==> src/pcd_pkg.sv <==
package pcd_pkg;

  localparam int ELEM_W     = 4;   // element / image value width
  localparam int CYC_W      = 5;   // cycle count and run length width
  localparam int VALUE_SPAN = 16;  // number of distinct element codes

  typedef enum logic [1:0] {
    ST_LOAD,
    ST_CHECK,
    ST_SEEK,
    ST_EMIT
  } state_t;

  // controller -> datapath
  typedef struct packed {
    logic load;   // input transaction: store image, update maps
    logic check;  // latch run length
    logic err;    // emit the error result
    logic seek;   // pick lowest unvisited element, read its image
    logic emit;   // emit current element, follow the link
    logic clear;  // end of run: drop per-run state
  } cmd_t;

  // datapath -> controller
  typedef struct packed {
    logic perm_ok;    // loaded values form a permutation
    logic slot_free;  // output register can take a result
    logic closes;     // image of current element is the cycle start
    logic final_el;   // current element is the last one of the run
  } sts_t;

endpackage

==> src/pcd_if.sv <==
interface pcd_in_if;
  logic                        valid;
  logic                        ready;
  logic [pcd_pkg::ELEM_W-1:0] image_value;
  logic                        load_last;

  modport source (output valid, output image_value, output load_last, input ready);
  modport sink   (input valid, input image_value, input load_last, output ready);
endinterface

interface pcd_out_if;
  logic                        valid;
  logic                        ready;
  logic [pcd_pkg::ELEM_W-1:0] cycle_element;
  logic                        cycle_end;
  logic                        run_last;
  logic [pcd_pkg::CYC_W-1:0]  total_cycles;
  logic                        odd_parity;
  logic                        bad_input;

  modport source (output valid, output cycle_element, output cycle_end, output run_last,
                  output total_cycles, output odd_parity, output bad_input, input ready);
  modport sink   (input valid, input cycle_element, input cycle_end, input run_last,
                  input total_cycles, input odd_parity, input bad_input, output ready);
endinterface

==> src/permutation_cycle_decomposer.sv <==
// Permutation cycle decomposer. Load a permutation of 0..n-1 one image value per
// input transaction, marking the final position with load_last; n may be up to
// min(MAX_ELEMENTS, 16). The block then returns one result per element in cycle
// order: each cycle starts at the lowest unvisited element and follows image
// links, cycle_end flags the element that closes a cycle, and the final result
// carries run_last, total_cycles and the parity ((n - total_cycles) mod 2). A load
// that is not a permutation, or that overruns MAX_ELEMENTS entries, yields a single
// result with bad_input set instead. After the last transaction the block checks
// the load, then for each cycle found picks its start and emits its elements.
// The element walk is bound by the image store's single registered read port:
// each read returns the address of the next one. Input is refused while the
// decomposition runs; the result register lets a new load begin while the last
// result still waits to be taken.
module permutation_cycle_decomposer #(
  parameter int MAX_ELEMENTS = 16
) (
  input  logic      clk,
  input  logic      rst_n,
  pcd_in_if.sink    in_chan,
  pcd_out_if.source out_chan
);
  import pcd_pkg::*;

  cmd_t cmd;
  sts_t sts;

  pcd_ctrl u_ctrl (
    .clk      (clk),
    .rst_n    (rst_n),
    .in_valid (in_chan.valid),
    .in_last  (in_chan.load_last),
    .in_ready (in_chan.ready),
    .sts      (sts),
    .cmd      (cmd)
  );

  pcd_dpath #(
    .MAX_ELEMENTS (MAX_ELEMENTS)
  ) u_dpath (
    .clk               (clk),
    .rst_n             (rst_n),
    .cmd               (cmd),
    .sts               (sts),
    .in_image_value    (in_chan.image_value),
    .out_ready         (out_chan.ready),
    .out_valid         (out_chan.valid),
    .out_cycle_element (out_chan.cycle_element),
    .out_cycle_end     (out_chan.cycle_end),
    .out_run_last      (out_chan.run_last),
    .out_total_cycles  (out_chan.total_cycles),
    .out_odd_parity    (out_chan.odd_parity),
    .out_bad_input     (out_chan.bad_input)
  );

endmodule

==> src/pcd_ram.sv <==
module pcd_ram #(
  parameter int WIDTH = 4,
  parameter int DEPTH = 16
) (
  input  logic                     clk,
  input  logic                     wr_en,
  input  logic [$clog2(DEPTH)-1:0] wr_addr,
  input  logic [WIDTH-1:0]         wr_data,
  input  logic                     rd_en,
  input  logic [$clog2(DEPTH)-1:0] rd_addr,
  output logic [WIDTH-1:0]         rd_data
);

  logic [WIDTH-1:0] mem [DEPTH];
  logic [WIDTH-1:0] rd_data_r;

  always_ff @(posedge clk) begin
    if (wr_en) begin
      mem[wr_addr] <= wr_data;
    end
    if (rd_en) begin
      rd_data_r <= mem[rd_addr];
    end
  end

  assign rd_data = rd_data_r;

endmodule

==> src/pcd_ctrl.sv <==
module pcd_ctrl (
  input  logic          clk,
  input  logic          rst_n,
  input  logic          in_valid,
  input  logic          in_last,
  output logic          in_ready,
  input  pcd_pkg::sts_t sts,
  output pcd_pkg::cmd_t cmd
);
  import pcd_pkg::*;

  state_t state_r, state_nxt;

  always_ff @(posedge clk) begin
    if (!rst_n) begin
      state_r <= ST_LOAD;
    end else begin
      state_r <= state_nxt;
    end
  end

  always_comb begin
    state_nxt = state_r;
    case (state_r)
      ST_LOAD: begin
        if (in_valid && in_last) state_nxt = ST_CHECK;
      end
      ST_CHECK: begin
        if (sts.perm_ok)        state_nxt = ST_SEEK;
        else if (sts.slot_free) state_nxt = ST_LOAD;
      end
      ST_SEEK: begin
        state_nxt = ST_EMIT;
      end
      ST_EMIT: begin
        if (sts.slot_free) begin
          if (sts.final_el)    state_nxt = ST_LOAD;
          else if (sts.closes) state_nxt = ST_SEEK;
        end
      end
      default: state_nxt = ST_LOAD;
    endcase
  end

  always_comb begin
    in_ready  = (state_r == ST_LOAD);
    cmd.load  = (state_r == ST_LOAD) && in_valid;
    cmd.check = (state_r == ST_CHECK);
    cmd.err   = (state_r == ST_CHECK) && !sts.perm_ok && sts.slot_free;
    cmd.seek  = (state_r == ST_SEEK);
    cmd.emit  = (state_r == ST_EMIT) && sts.slot_free;
    cmd.clear = cmd.err || (cmd.emit && sts.final_el);
  end

endmodule

==> src/pcd_dpath.sv <==
module pcd_dpath #(
  parameter int MAX_ELEMENTS = 16
) (
  input  logic                        clk,
  input  logic                        rst_n,
  input  pcd_pkg::cmd_t               cmd,
  output pcd_pkg::sts_t               sts,
  input  logic [pcd_pkg::ELEM_W-1:0]  in_image_value,
  input  logic                        out_ready,
  output logic                        out_valid,
  output logic [pcd_pkg::ELEM_W-1:0]  out_cycle_element,
  output logic                        out_cycle_end,
  output logic                        out_run_last,
  output logic [pcd_pkg::CYC_W-1:0]   out_total_cycles,
  output logic                        out_odd_parity,
  output logic                        out_bad_input
);
  import pcd_pkg::*;

  localparam int CNT_W  = $clog2(MAX_ELEMENTS + 1);
  localparam int ADDR_W = $clog2(MAX_ELEMENTS);

  // per-run state
  logic [CNT_W-1:0]      cnt_r;
  logic [VALUE_SPAN-1:0] seen_r;
  logic [VALUE_SPAN-1:0] visited_r;
  logic                  ovf_r;
  logic [CYC_W-1:0]      len_r;
  logic [CYC_W-1:0]      k_r;
  logic [CYC_W-1:0]      cyc_r;
  logic [ELEM_W-1:0]     start_r;
  logic [ELEM_W-1:0]     cur_r;

  // output register
  logic                  out_valid_r;
  logic [ELEM_W-1:0]     elem_r;
  logic                  end_r;
  logic                  last_r;
  logic [CYC_W-1:0]      tc_r;
  logic                  odd_r;
  logic                  bad_r;

  logic                  store_full;
  logic [VALUE_SPAN-1:0] len_mask;
  logic [ELEM_W-1:0]     first_free;
  logic [ELEM_W-1:0]     rd_data;
  logic [ADDR_W-1:0]     rd_addr;
  logic                  rd_en;
  logic                  wr_en;
  logic                  end_flag;
  logic [CYC_W-1:0]      cyc_inc;

  assign store_full = (cnt_r == CNT_W'(MAX_ELEMENTS));

  always_comb begin
    for (int i = 0; i < VALUE_SPAN; i++) begin
      len_mask[i] = (32'(cnt_r) > i);
    end
  end

  // lowest unvisited element
  always_comb begin
    first_free = '0;
    for (int i = VALUE_SPAN - 1; i >= 0; i--) begin
      if (!visited_r[i]) first_free = ELEM_W'(i);
    end
  end

  assign sts.perm_ok   = !ovf_r && (32'(cnt_r) <= VALUE_SPAN) && (seen_r == len_mask);
  assign sts.slot_free = !out_valid_r || out_ready;
  assign sts.closes    = (rd_data == start_r);
  assign sts.final_el  = ((k_r + CYC_W'(1)) == len_r);

  assign end_flag = sts.closes || sts.final_el;
  assign cyc_inc  = cyc_r + CYC_W'(1);

  assign wr_en   = cmd.load && !store_full;
  assign rd_en   = cmd.seek || (cmd.emit && !end_flag);
  assign rd_addr = cmd.seek ? ADDR_W'(first_free) : ADDR_W'(rd_data);

  pcd_ram #(
    .WIDTH (ELEM_W),
    .DEPTH (MAX_ELEMENTS)
  ) u_store (
    .clk     (clk),
    .wr_en   (wr_en),
    .wr_addr (ADDR_W'(cnt_r)),
    .wr_data (in_image_value),
    .rd_en   (rd_en),
    .rd_addr (rd_addr),
    .rd_data (rd_data)
  );

  always_ff @(posedge clk) begin
    if (!rst_n) begin
      cnt_r     <= '0;
      seen_r    <= '0;
      visited_r <= '0;
      ovf_r     <= 1'b0;
      k_r       <= '0;
      cyc_r     <= '0;
    end else if (cmd.clear) begin
      cnt_r     <= '0;
      seen_r    <= '0;
      visited_r <= '0;
      ovf_r     <= 1'b0;
      k_r       <= '0;
      cyc_r     <= '0;
    end else begin
      if (cmd.load) begin
        if (store_full) ovf_r <= 1'b1;
        else            cnt_r <= cnt_r + CNT_W'(1);
        seen_r[in_image_value] <= 1'b1;
      end
      if (cmd.emit) begin
        visited_r[cur_r] <= 1'b1;
        k_r              <= k_r + CYC_W'(1);
        if (end_flag) cyc_r <= cyc_inc;
      end
    end
  end

  always_ff @(posedge clk) begin
    if (cmd.check) begin
      len_r <= CYC_W'(cnt_r);
    end
    if (cmd.seek) begin
      start_r <= first_free;
      cur_r   <= first_free;
    end else if (cmd.emit && !end_flag) begin
      cur_r <= rd_data;
    end
  end

  always_ff @(posedge clk) begin
    if (!rst_n) begin
      out_valid_r <= 1'b0;
    end else if (cmd.err || cmd.emit) begin
      out_valid_r <= 1'b1;
    end else if (out_ready) begin
      out_valid_r <= 1'b0;
    end
  end

  always_ff @(posedge clk) begin
    if (cmd.err) begin
      elem_r <= '0;
      end_r  <= 1'b0;
      last_r <= 1'b1;
      tc_r   <= '0;
      odd_r  <= 1'b0;
      bad_r  <= 1'b1;
    end else if (cmd.emit) begin
      elem_r <= cur_r;
      end_r  <= end_flag;
      last_r <= sts.final_el;
      tc_r   <= sts.final_el ? cyc_inc : '0;
      odd_r  <= sts.final_el && (len_r[0] ^ cyc_inc[0]);
      bad_r  <= 1'b0;
    end
  end

  assign out_valid         = out_valid_r;
  assign out_cycle_element = elem_r;
  assign out_cycle_end     = end_r;
  assign out_run_last      = last_r;
  assign out_total_cycles  = tc_r;
  assign out_odd_parity    = odd_r;
  assign out_bad_input     = bad_r;

endmodule

==> src/flat_wrapper.sv <==
// flat-port wrapper written by rule: the top's interface ports become plain ports
module permutation_cycle_decomposer_flat import pcd_pkg::*;
#(
  parameter int MAX_ELEMENTS = 16
)
  (clk, rst_n, in_chan_valid, in_chan_image_value, in_chan_load_last, in_chan_ready, out_chan_valid, out_chan_cycle_element, out_chan_cycle_end, out_chan_run_last, out_chan_total_cycles, out_chan_odd_parity, out_chan_bad_input, out_chan_ready);
  pcd_in_if in_chan_i ();
  pcd_out_if out_chan_i ();
  input  logic clk;
  input  logic rst_n;
  input wire logic [$bits(in_chan_i.valid)-1:0] in_chan_valid;
  input wire logic [$bits(in_chan_i.image_value)-1:0] in_chan_image_value;
  input wire logic [$bits(in_chan_i.load_last)-1:0] in_chan_load_last;
  output wire logic [$bits(in_chan_i.ready)-1:0] in_chan_ready;
  output wire logic [$bits(out_chan_i.valid)-1:0] out_chan_valid;
  output wire logic [$bits(out_chan_i.cycle_element)-1:0] out_chan_cycle_element;
  output wire logic [$bits(out_chan_i.cycle_end)-1:0] out_chan_cycle_end;
  output wire logic [$bits(out_chan_i.run_last)-1:0] out_chan_run_last;
  output wire logic [$bits(out_chan_i.total_cycles)-1:0] out_chan_total_cycles;
  output wire logic [$bits(out_chan_i.odd_parity)-1:0] out_chan_odd_parity;
  output wire logic [$bits(out_chan_i.bad_input)-1:0] out_chan_bad_input;
  input wire logic [$bits(out_chan_i.ready)-1:0] out_chan_ready;
  assign in_chan_i.valid = in_chan_valid;
  assign in_chan_i.image_value = in_chan_image_value;
  assign in_chan_i.load_last = in_chan_load_last;
  assign in_chan_ready = in_chan_i.ready;
  assign out_chan_valid = out_chan_i.valid;
  assign out_chan_cycle_element = out_chan_i.cycle_element;
  assign out_chan_cycle_end = out_chan_i.cycle_end;
  assign out_chan_run_last = out_chan_i.run_last;
  assign out_chan_total_cycles = out_chan_i.total_cycles;
  assign out_chan_odd_parity = out_chan_i.odd_parity;
  assign out_chan_bad_input = out_chan_i.bad_input;
  assign out_chan_i.ready = out_chan_ready;
  permutation_cycle_decomposer #(.MAX_ELEMENTS(MAX_ELEMENTS)) u_core (.clk(clk), .rst_n(rst_n), .in_chan(in_chan_i), .out_chan(out_chan_i));
endmodule
==> config.mk <==
export PLATFORM = sky130hd
export DESIGN_NAME = permutation_cycle_decomposer_flat
export DESIGN_NICKNAME = d
export VERILOG_FILES = /design/src/pcd_pkg.sv /design/src/pcd_if.sv /design/src/permutation_cycle_decomposer.sv /design/src/pcd_ram.sv /design/src/pcd_ctrl.sv /design/src/pcd_dpath.sv /design/src/flat_wrapper.sv
export SDC_FILE = /design/constraint.sdc
export NUM_CORES = 1
export LEC_CHECK = 0
export ABC_CLOCK_PERIOD_IN_PS = 3670
export BUFFER_PORTS_ARGS = -buffer_cell sky130_fd_sc_hd__buf_2
export CAP_MARGIN = 40
export CORE_AREA = 2 2 106 108
export CTS_CLUSTER_DIAMETER = 40
export CTS_CLUSTER_SIZE = 16
export DETAILED_ROUTE_END_ITERATION = 7
export DIE_AREA = 0 0 108 110
export PLACE_DENSITY_LB_ADDON = 0.05
export SYNTH_ARGS = -nofsm -noshare
export SYNTH_HDL_FRONTEND = slang
export SYNTH_SLANG_ARGS = --single-unit
==> constraint.sdc <==
create_clock -name clk -period 3.67 [get_ports clk]
set_clock_uncertainty 0.2 [all_clocks]
set_input_delay 0.367 -clock clk [delete_from_list [all_inputs] [get_ports clk]]
set_output_delay 0.367 -clock clk [all_outputs]
set_load 0.05 [all_outputs]
Yosys cells after proc, flatten, opt, wreduce, memory -nomap -nowiden
Memory sizes are Yosys's and may differ from the RTL's. A register that Yosys moved wholly into a read port is not among the register bits.
Index checks and enable logic that the tools add are counted.

storage, ports and cells
  memories kept = 1
  word-level logic and storage cells = 124
  input port bits = 9
  memory bits (writable) = 64
  bits in latches = 0
  register bits after elaboration = 77
  bits in read-only memories = 0

operators by class
  equality and inequality tests = 11
  divide/modulo/power cells = 0
  bitwise gates (word level) = 5
  shift-type cells = 0
  multiply operators = 0
  $lt $le $gt $ge = 21
  reductions and logical operators = 31
  add/subtract/negate cells = 3
  multiplexer cells = 35

memory list
  name                        depth  bits a word  rd ports  clocked after memory_dff  write ports  RTL line       RTL
  u_core.u_dpath.u_store.mem  16     4            1         1                         1            pcd_ram.sv:14  logic [WIDTH-1:0] mem [DEPTH];

operators by type and width
  cell                                                                                  count
  4-bit 2-to-1 mux                                                                      19
  5-bit by 4-bit > comparator with 1-bit output (second input constant)                 8
  16-bit OR                                                                             2
  5-bit by 3-bit > comparator with 1-bit output (second input constant)                 4
  16-bit equality test                                                                  1
  5-bit by 1-bit adder with 5-bit output (second input constant)                        3
  1-bit logical AND                                                                     13
  2-bit 2-to-1 mux                                                                      6
  5-bit by 1-bit > comparator with 1-bit output (second input constant)                 2
  5-bit by 2-bit > comparator with 1-bit output (second input constant)                 2
  4-bit by 5-bit < comparator with 1-bit output (second input constant)                 2
  1-bit demux with 4-bit select                                                         2
  4-bit by 1-bit greater-or-equal comparator with 1-bit output (second input constant)  2
  2-bit one-hot mux with 4 select lines                                                 1
  1-bit 2-to-1 mux                                                                      6
  3-bit != test (second input constant)                                                 2
  2-bit AND reduction                                                                   3
  5-bit equality test                                                                   1
  5-bit equality test (second input constant)                                           1
  5-bit <= comparator (second input constant)                                           1
  1-bit logical NOT                                                                     5
  1-bit logical OR                                                                      5
  5-bit 2-to-1 mux                                                                      1
  2-bit equality test (second input constant)                                           2
  10 further kinds                                                                      12

Depth between registers and ports, before layout
Gate-level depths: netlist of the first run.

  depth after elaboration = 17
  gate-level depth with buffers = 13
  depth with buffers taken out = 10

Cells and area by module
From an unflattened synthesis of the first run, not the netlist that was laid out.

unflattened totals
  cell total of the unflattened synthesis = 570
  area total of the unflattened synthesis = 6,470.0 um^2

modules (own cells, without submodules)
  module     times used  sequential area each (um^2)  cells each  area each (um^2)
  pcd_dpath  1           1,631.6                      419         3,618.5
  pcd_ram    1           2,042.0                      130         2,706.3
  pcd_ctrl   1           40.0                         21          145.1

Worst setup path after synthesis of the first run
Ideal clock, no wire load.

  kind = flip-flop to flip-flop
  start point = reg u_core.u_dpath.cnt_r[1]
  end point = reg u_core.u_dpath.cnt_r[4]
  arrival = 2,610 ps
  cell stages (with the launch flop) = 13
  setup time = 88 ps
  path slack = 772 ps
  required time = 3,382 ps
  period minus slack after synthesis = 2,898 ps
  cells stage by stage = dfxtp_1 buf_4 inv_1 ha_1 o21ba_2 xnor2_1 nand4b_1 a32oi_1 nand3_1 a2111oi_4 o211ai_2 buf_2 a311oi_2

on the way
  longest elaborated chain between the ends = 8

RTL lines
  what                                                                         RTL line          RTL
  start, declared                                                              pcd_dpath.sv:24   logic [CNT_W-1:0] cnt_r;
  start signal, assigned                                                       pcd_dpath.sv:112  else cnt_r <= cnt_r + CNT_W'(1);
  5-bit by 1-bit > comparator with 1-bit output, or another cell as far along  pcd_dpath.sv:57   len_mask[i] = (32'(cnt_r) > i);
  16-bit equality test / 1-bit logical AND (equally long branches)             pcd_dpath.sv:69   assign sts.perm_ok = !ovf_r && (32'(cnt_r) <= VALUE_SPAN) && (seen_r == len_mask);
  1-bit logical AND                                                            pcd_dpath.sv:69
  1-bit logical NOT                                                            pcd_ctrl.sv:49    cmd.err = (state_r == ST_CHECK) && !sts.perm_ok && sts.slot_free;
  1-bit logical AND (2 in a row)                                               pcd_ctrl.sv:49
  1-bit logical OR                                                             pcd_ctrl.sv:52    cmd.clear = cmd.err || (cmd.emit && sts.final_el);
  2-bit OR reduction (no line)                                                 n/a

Parallel ways exist; a longest one is shown, timed or not.
A chain may end at the register's enable or synchronous reset.

Worst setup path in the final report of the first run
  start point = reg u_core.u_dpath.cnt_r[1]
  end point = reg u_core.u_dpath.visited_r[13]

on the way
  longest elaborated chain between the ends = 8

RTL lines
  what                                                                         RTL line          RTL
  5-bit by 1-bit > comparator with 1-bit output, or another cell as far along  pcd_dpath.sv:57
  16-bit equality test / 1-bit logical AND (equally long branches)             pcd_dpath.sv:69
  1-bit logical AND (*)                                                        pcd_dpath.sv:69
  1-bit logical NOT (*)                                                        pcd_ctrl.sv:49
  1-bit logical AND (*) (2 in a row)                                           pcd_ctrl.sv:49
  1-bit logical OR (*)                                                         pcd_ctrl.sv:52
  2-bit OR reduction (no line) (*)                                             n/a
  end signal, assigned                                                         pcd_dpath.sv:98   visited_r <= '0;
  end signal, assigned                                                         pcd_dpath.sv:105  visited_r <= '0;
  end signal, assigned by index                                                pcd_dpath.sv:116  visited_r[cur_r] <= 1'b1;
  end, declared                                                                pcd_dpath.sv:26   logic [VALUE_SPAN-1:0] visited_r;

Mark *: on every way between the ends. The rest lies on a longest branch, timed or not.

==> results of run 1 <==
## how the worst min path moves through the flow
| stage | endpoint | cells after the start | start |
|---|---|---|---|
| after floorplan | u_core.u_dpath.len_r[2] | 0 | u_core.u_dpath.cnt_r[2] |
| after global placement | u_core.u_dpath.out_bad_input | 1 | u_core.u_dpath.out_bad_input |
| after detailed placement | u_core.u_dpath.out_bad_input | 1 | u_core.u_dpath.out_bad_input |
| after CTS | u_core.u_ctrl.state_r[0] | 5 | in_chan_valid |
| after global routing | u_core.u_ctrl.state_r[0] | 5 | in_chan_valid |
| final | u_core.u_ctrl.state_r[0] | 5 | in_chan_valid |
## flip-flops by register name, summed over array words and instances, names as in the netlist, 2 cells and up
name                              count
u_core.u_ctrl.state_r                 2
u_core.u_dpath.cur_r                  4
u_core.u_dpath.u_store.mem           64
u_core.u_dpath.out_total_cycles       5
u_core.u_dpath.cyc_r                  5
u_core.u_dpath.len_r                  5
u_core.u_dpath.visited_r             16
u_core.u_dpath.u_store.rd_data        4
u_core.u_dpath.seen_r                16
u_core.u_dpath.out_cycle_element      4
u_core.u_dpath.cnt_r                  5
u_core.u_dpath.start_r                4
u_core.u_dpath.k_r                    5
## timing repair
action | CTS | global route
hold buffers | 3 | 0
hold endpoints to repair | 3 | 0
endpoints found under the setup margin | 0 | 11
gates resized for setup | 0 | 0
## Yosys cell counts, types with 7 or more instances
master	count
nor2_1	70
a22oi_1	9
ha_1	7
a21oi_1	48
and2_1	18
buf_2	8
xnor2_1	21
nand4_1	8
nor3_1	14
nor2b_1	7
edfxtp_1	81
o21ai_0	11
xor2_1	9
nand3_1	21
dfxtp_1	64
nand2_1	48
inv_1	13
clkbuf_1	8
and3_1	11
a31oi_1	11
mux2i_1	37
## worst max-delay path: cells and delay by family, from the launching register on
family | cells | cell delay [ps]
AOI/OAI and AO/OA | 4 | 1490
xor gates and xnor gates | 1 | 130
adders and majority gates | 1 | 250
buffers and inverters | 2 | 390
DFF | 1 | 450
and+or+nand+nor | 3 | 390
## cell families after synthesis
kind of cell | after synthesis | share of synthesized area
adders and majority gates | 7 | 0.01360
muxes | 38 | 0.05925
AOI/OAI and AO/OA | 115 | 0.1173
xor gates and xnor gates | 30 | 0.04079
and+or+nand+nor | 217 | 0.1659
buffers and inverters | 36 | 0.02661
DFF | 145 | 0.5765
## stage by stage
stage | hold slack (ps) | util
after detailed placement | 242.7 | 0.6275
after global routing | 37.22 | 0.6823
after global placement | 229.4 | 0.6275
after floorplan | 225.8 | -
final | 14.51 | 0.6823
after CTS | 3.877 | 0.6812
## area by class of cell
cell class                 count  share of cell area
sequential                   145              0.5087
multi-input combinational    408              0.3546
clock buffer                  24             0.06736
timing repair buffer          35             0.03085
inverter                      14            0.007199
clock inverter                 8            0.007199
tap                          140             0.02400
## routing by layer
layer  wire length [um]  share of wire
met1               6097           0.46
met2               6322           0.48
met3                627          0.048
met4                150          0.011
met5                  0              0
## where the power goes
part	switching (uW)	leakage (uW)	total (uW)	internal, uW
Sequential	28.1	0.00125	1780	1750
Clock	636	0.000271	1560	924
Combinational	211	0.00112	323	111
==> impl_metrics.yaml, run 1 <==
sta:
  setup_viol: 0
  fin_crit_ps: 3378
  tns_ps: 0
  fin_crit_sh: 0.9204
  fmax_ghz: 0.2960
  fin_ws_ps: 292.1
  final_hold_viol_count: 0
  tightest_slew_ps: 851.3
  max-slew-margin-rel: 0.4309
  rsz0062_at_grt: "no"
  slew_viol_final: 0
clock_network:
  numCtsBuffers: 17
  worstSkewPairLatency_ps: 530
  clk_pin_slew_ps: 60
  cts.sinks: 145
  htree_levels: 4
  clockBufferDepth: 2
  clock_tree.root_cell: "clkbuf_8"
  cts_setup_buffers: 0
  cts_tree: "yes"
logic_synthesis:
  yosys.area.top_type: "edfxtp_1"
  ys_top_cells_by_area: "edfxtp_1, dfxtp_1, mux2i_1"
  synth_cells: 588
  netlist_area_mm2: 0.006441
  ys_ff_latch: 145
  avgSynthCellArea_um2: 10.95
  synth_edf_count: 81
  synth.distinct_cells: 62
  synth_top_area_frac: 0.3776
  seq_area_frac_synth: 0.5765
  synthFlopType: "edfxtp_1"
  synth_warnings: 0
  syn_nets: 604
  synthArstFlopShare: 0
die:
  die_width_um: 108
  start_util: 0.6021
  pin_count: 24
  die_h_um: 110
  dieArea_mm2: 0.01188
  rows: 38
  core_mm2: 0.01070
run_status:
  status: "complete, no violations"
setup_path:
  startpoint: "u_core.u_dpath.cnt_r[1]"
  crit_end: "u_core.u_dpath.visited_r[13]"
  cp_data_arrival_time_ps: 3640
  critPathMaxStageDelay_ps: 590
  r2r-start: "u_core.u_dpath.cnt_r[1]"
  cp.required_ps: 3940
  worst_path_max_delay_cell: "a2111oi_4"
  path_class: "reg2reg"
  end_kind: "flip-flop"
  r2r_slack_ps: 290
  path_max_fanout: 17
  reg2reg_depth: 11
  r2r_end: "u_core.u_dpath.visited_r[13]"
  cp-start-kind: "flip-flop"
  path_cells: "inv_1, ha_1, o21ba_2, xnor2_1, nand4b_1, a32oi_1, nand3_1, a2111oi_4, o211ai_4, buf_4, nor2_1"
global_routing:
  met2_usage: 0.3688
  met1_usage: 0.3245
  busiest_layer: "met2"
  use_met3: 0.05996
  grt_pass1_wl_mm: 21.05
  grt_pass1_vias: 4160
  grt_max_degree: 33
  antenna_found_initial: 0
  track_usage: 0.2360
  overflow: 0
finish:
  multiInputGateArea_mm2: 0.002589
  seqCellArea_mm2: 0.003714
  drive_gt1_frac: 0.1167
  final_cells: 774
  final_cell_mix: "edfxtp_1, nor2_1, dfxtp_1"
  mostFrequentLayoutCell: "edfxtp_1"
  layout.nets: 637
  syn2layout_area_growth_pct: 13.33
  finish.instance_area_mm2: 0.007300
  nFillCells: 801
  num_antenna_cells: 0
drt:
  drt_pass1_iterations: 5
  wl_per_cell_um: 17.05
  vias: 4522
  drc: 0
  wirelength_mm: 13.20
  vias_per_cell: 5.842
  drt_iter0_drc: 492
  drtAntennaViolNets: 0
power:
  cellPowerDensity_mw_per_mm2: 501.4
  p_leak_uw: 0.002640
  total_power_uw: 3660
  vdd_drop_max_mv: 0.3259
worst_hold_path:
  hp-class: "in2reg"
placement:
  dpl_cell_area_mm2: 0.006713
  place_inst: 738
  place_congestion: 0.8137
  numPortBuffers: 23
  placement.setup.worst_slack_ps: 274.1
  dp_hpwl_mm: 8.777
flow_run:
  maxCapViolations: 0
(Power assumes the default switching activity.)
==> inputs of run 2 (changes only) <==
--- a/config.mk
+++ b/config.mk
@@ -5,14 +5,17 @@
 export SDC_FILE = /design/constraint.sdc
 export NUM_CORES = 1
 export LEC_CHECK = 0
+export ABC_AREA = 1
 export ABC_CLOCK_PERIOD_IN_PS = 3670
 export BUFFER_PORTS_ARGS = -buffer_cell sky130_fd_sc_hd__buf_2
 export CAP_MARGIN = 40
-export CORE_AREA = 2 2 106 108
+export CELL_PAD_IN_SITES_DETAIL_PLACEMENT = 1
+export CELL_PAD_IN_SITES_GLOBAL_PLACEMENT = 2
+export CORE_AREA = 2 2 134 136
 export CTS_CLUSTER_DIAMETER = 40
 export CTS_CLUSTER_SIZE = 16
 export DETAILED_ROUTE_END_ITERATION = 7
-export DIE_AREA = 0 0 108 110
+export DIE_AREA = 0 0 136 138
 export PLACE_DENSITY_LB_ADDON = 0.05
 export SYNTH_ARGS = -nofsm -noshare
 export SYNTH_HDL_FRONTEND = slang
==> impl_metrics.yaml, run 2 <==
sta:
  tns_ps: 0
  fmax_ghz: 0.3225
  final_hold_viol_count: 0
  setup_viol: 0
  rsz0062_at_grt: "no"
  tightest_slew_ps: 671.8
  slew_viol_final: 0
  max-slew-margin-rel: 0.5505
  fin_crit_ps: 3101
  fin_crit_sh: 0.8450
setup_path:
  cp_data_arrival_time_ps: 3260
  cp-start-kind: "flip-flop"
  path_class: "reg2reg"
  reg2reg_depth: 14
  path_max_fanout: 32
  r2r_slack_ps: 570
  end_kind: "flip-flop"
  r2r-start: "u_core.u_dpath.cnt_r[1]"
  r2r_end: "u_core.u_dpath.cnt_r[2]"
  cp.required_ps: 3830
drt:
  drt_pass1_iterations: 4
  drt_iter0_drc: 197
  drc: 0
  vias: 5066
  vias_per_cell: 4.981
  wirelength_mm: 16.85
  wl_per_cell_um: 16.57
  drtAntennaViolNets: 0
worst_hold_path:
  hp-class: "in2reg"
  holdPathStages: 3
  min_from: "rst_n"
  hold_path_end: "u_core.u_ctrl.state_r[0]"
clock_network:
  clock_tree.root_cell: "clkbuf_16"
  cts-hold-fix-buffers: 0
  cts_tree: "yes"
  numCtsBuffers: 17
  cts_setup_buffers: 0
  cts.sinks: 145
  clockBufferDepth: 2
  clk_pin_slew_ps: 60
  worstSkewPairLatency_ps: 430
  htree_levels: 4
  cts_resized: 0
logic_synthesis:
  synthFlopType: "edfxtp_1"
  syn_nets: 758
  yosys.area.top_type: "edfxtp_1"
  netlist_area_mm2: 0.006639
  synth_cells: 742
  synth_warnings: 0
  synth_common_cells: "nand2_1, nand3_1, inv_1"
  ys_top_cells_by_area: "edfxtp_1, dfxtp_1, nand2_1"
  avgSynthCellArea_um2: 8.947
  synth_top_area_frac: 0.3664
  synth_edf_count: 81
  synth.distinct_cells: 37
  synthArstFlopShare: 0
  ys_ff_latch: 145
  seq_area_frac_synth: 0.5594
  synth_most_common_cell: "nand2_1"
die:
  rows: 49
  dieArea_mm2: 0.01877
  core_mm2: 0.01753
  die_width_um: 136
  pin_count: 24
  die_h_um: 138
  start_util: 0.3786
power:
  p_leak_uw: 0.003052
  cellPowerDensity_mw_per_mm2: 487.4
  vdd_drop_max_mv: 0.3305
flow_run:
  maxCapViolations: 0
global_routing:
  grt_pass1_vias: 5295
  antenna_found_initial: 0
  grt_pass1_wl_mm: 27.86
  track_usage: 0.1926
  grt_max_degree: 33
  overflow: 0
placement:
  place_congestion: 0.8852
  place_inst: 985
  dp_hpwl_mm: 12.16
  dpl_cell_area_mm2: 0.007014
  numPortBuffers: 23
finish:
  drive_gt1_frac: 0.1294
  layout.nets: 791
  final_cell_mix: "nand2_1, nand3_1, inv_1"
  syn2layout_area_growth_pct: 14.27
  largestRegisters: "u_core.u_dpath.u_store.mem (64), u_core.u_dpath.seen_r (16), u_core.u_dpath.visited_r (16)"
  finish.instance_area_mm2: 0.007586
  final_cells: 1017
  largest_reg_flops: 64
  num_antenna_cells: 0
  mostFrequentLayoutCell: "nand2_1"
  largest_register: "u_core.u_dpath.u_store.mem"
run_status:
  status: "complete, no violations"
==> run 2: cell count changes after synthesis, moves of 18 or more <==
cell,change
mux2i_1,-37
nand3_1,+73
and2_1,-18
nand2_1,+108
inv_1,+77
nor2_2,+22
==> run 2: area by class of cell <==
| type | instances | area [um^2] |
|---|---|---|
| Clock inverter | 11 | 100.1 |
| Sequential cell | 145 | 3714 |
| Timing Repair Buffer | 36 | 225.2 |
| Inverter | 95 | 359.1 |
| Multi-Input combinational cell | 480 | 2430 |
| Clock buffer | 21 | 471.7 |
| Tap cell | 229 | 286.5 |
| Fill cell | 2055 | 9948 |
==> run 2: worst max-delay path by stage <==
| stage | start | slack, ps | cells after the start | end |
|---|---|---|---|---|
| final | u_core.u_dpath.cnt_r[1] | 570 | 14 | u_core.u_dpath.cnt_r[2] |
| after global routing | u_core.u_dpath.cnt_r[1] | 310 | 14 | u_core.u_dpath.cnt_r[1] |
| after CTS | u_core.u_dpath.cnt_r[1] | 530 | 14 | u_core.u_dpath.cnt_r[1] |
| after detailed placement | u_core.u_dpath.cnt_r[1] | 560 | 14 | u_core.u_dpath.cyc_r[2] |
| after global placement | u_core.u_dpath.cnt_r[1] | 630 | 14 | u_core.u_dpath.cnt_r[2] |
| after floorplan | u_core.u_ctrl.state_r[0] | 880 | 7 | u_core.u_dpath.u_store.mem[3][0] |
==> run 2: metrics by stage <==
step / setup slack (ps) / hold slack [ps] / power, uW / util
after floorplan: 878.6 / 202.9 / 1972 / -
after global placement: 630.4 / 236.6 / 2046 / 0.4000
after detailed placement: 557.3 / 246.0 / 2051 / 0.4000
after CTS: 534.2 / 26.23 / 3748 / 0.4326
after global routing: 314.4 / 30.94 / 3840 / 0.4326
final: 569.0 / 40.55 / 3698 / 0.4326
==> run 2: per-layer routing <==
layer | GRT usage | share of wire
met1 | 0.2463 | 0.47
met2 | 0.3250 | 0.49
met3 | 0.03777 | 0.025
met4 | 0.06414 | 0.016
met5 | 0 | 0
==> run 2: critical path: stages (launching register included) <==
cell	delay, ps
dfxtp_1	490
inv_1	160
ha_1	290
inv_1	190
nor3_1	80
nor2_1	140
xnor2_1	130
nand4_1	120
nor2_1	160
nand3_1	140
nand2_1	110
or2_1	160
nand3_4	220
buf_12	260
a21oi_1	130
==> run 2: kinds of logic (layout without fill, tap and decap cells) <==
logic type	Yosys count	in the layout	synth area share
and+or+nand+nor	361	361	0.2427
DFF	145	145	0.5594
buffers and inverters	117	163	0.07463
AOI/OAI and AO/OA	79	79	0.06653
xor gates and xnor gates	33	33	0.04353
adders and majority gates	7	7	0.01319
==> run 2: where the power goes <==
part	internal (uW)	switching (uW)
Clock	994	691
Combinational	78.1	178
Sequential	1740	18.9
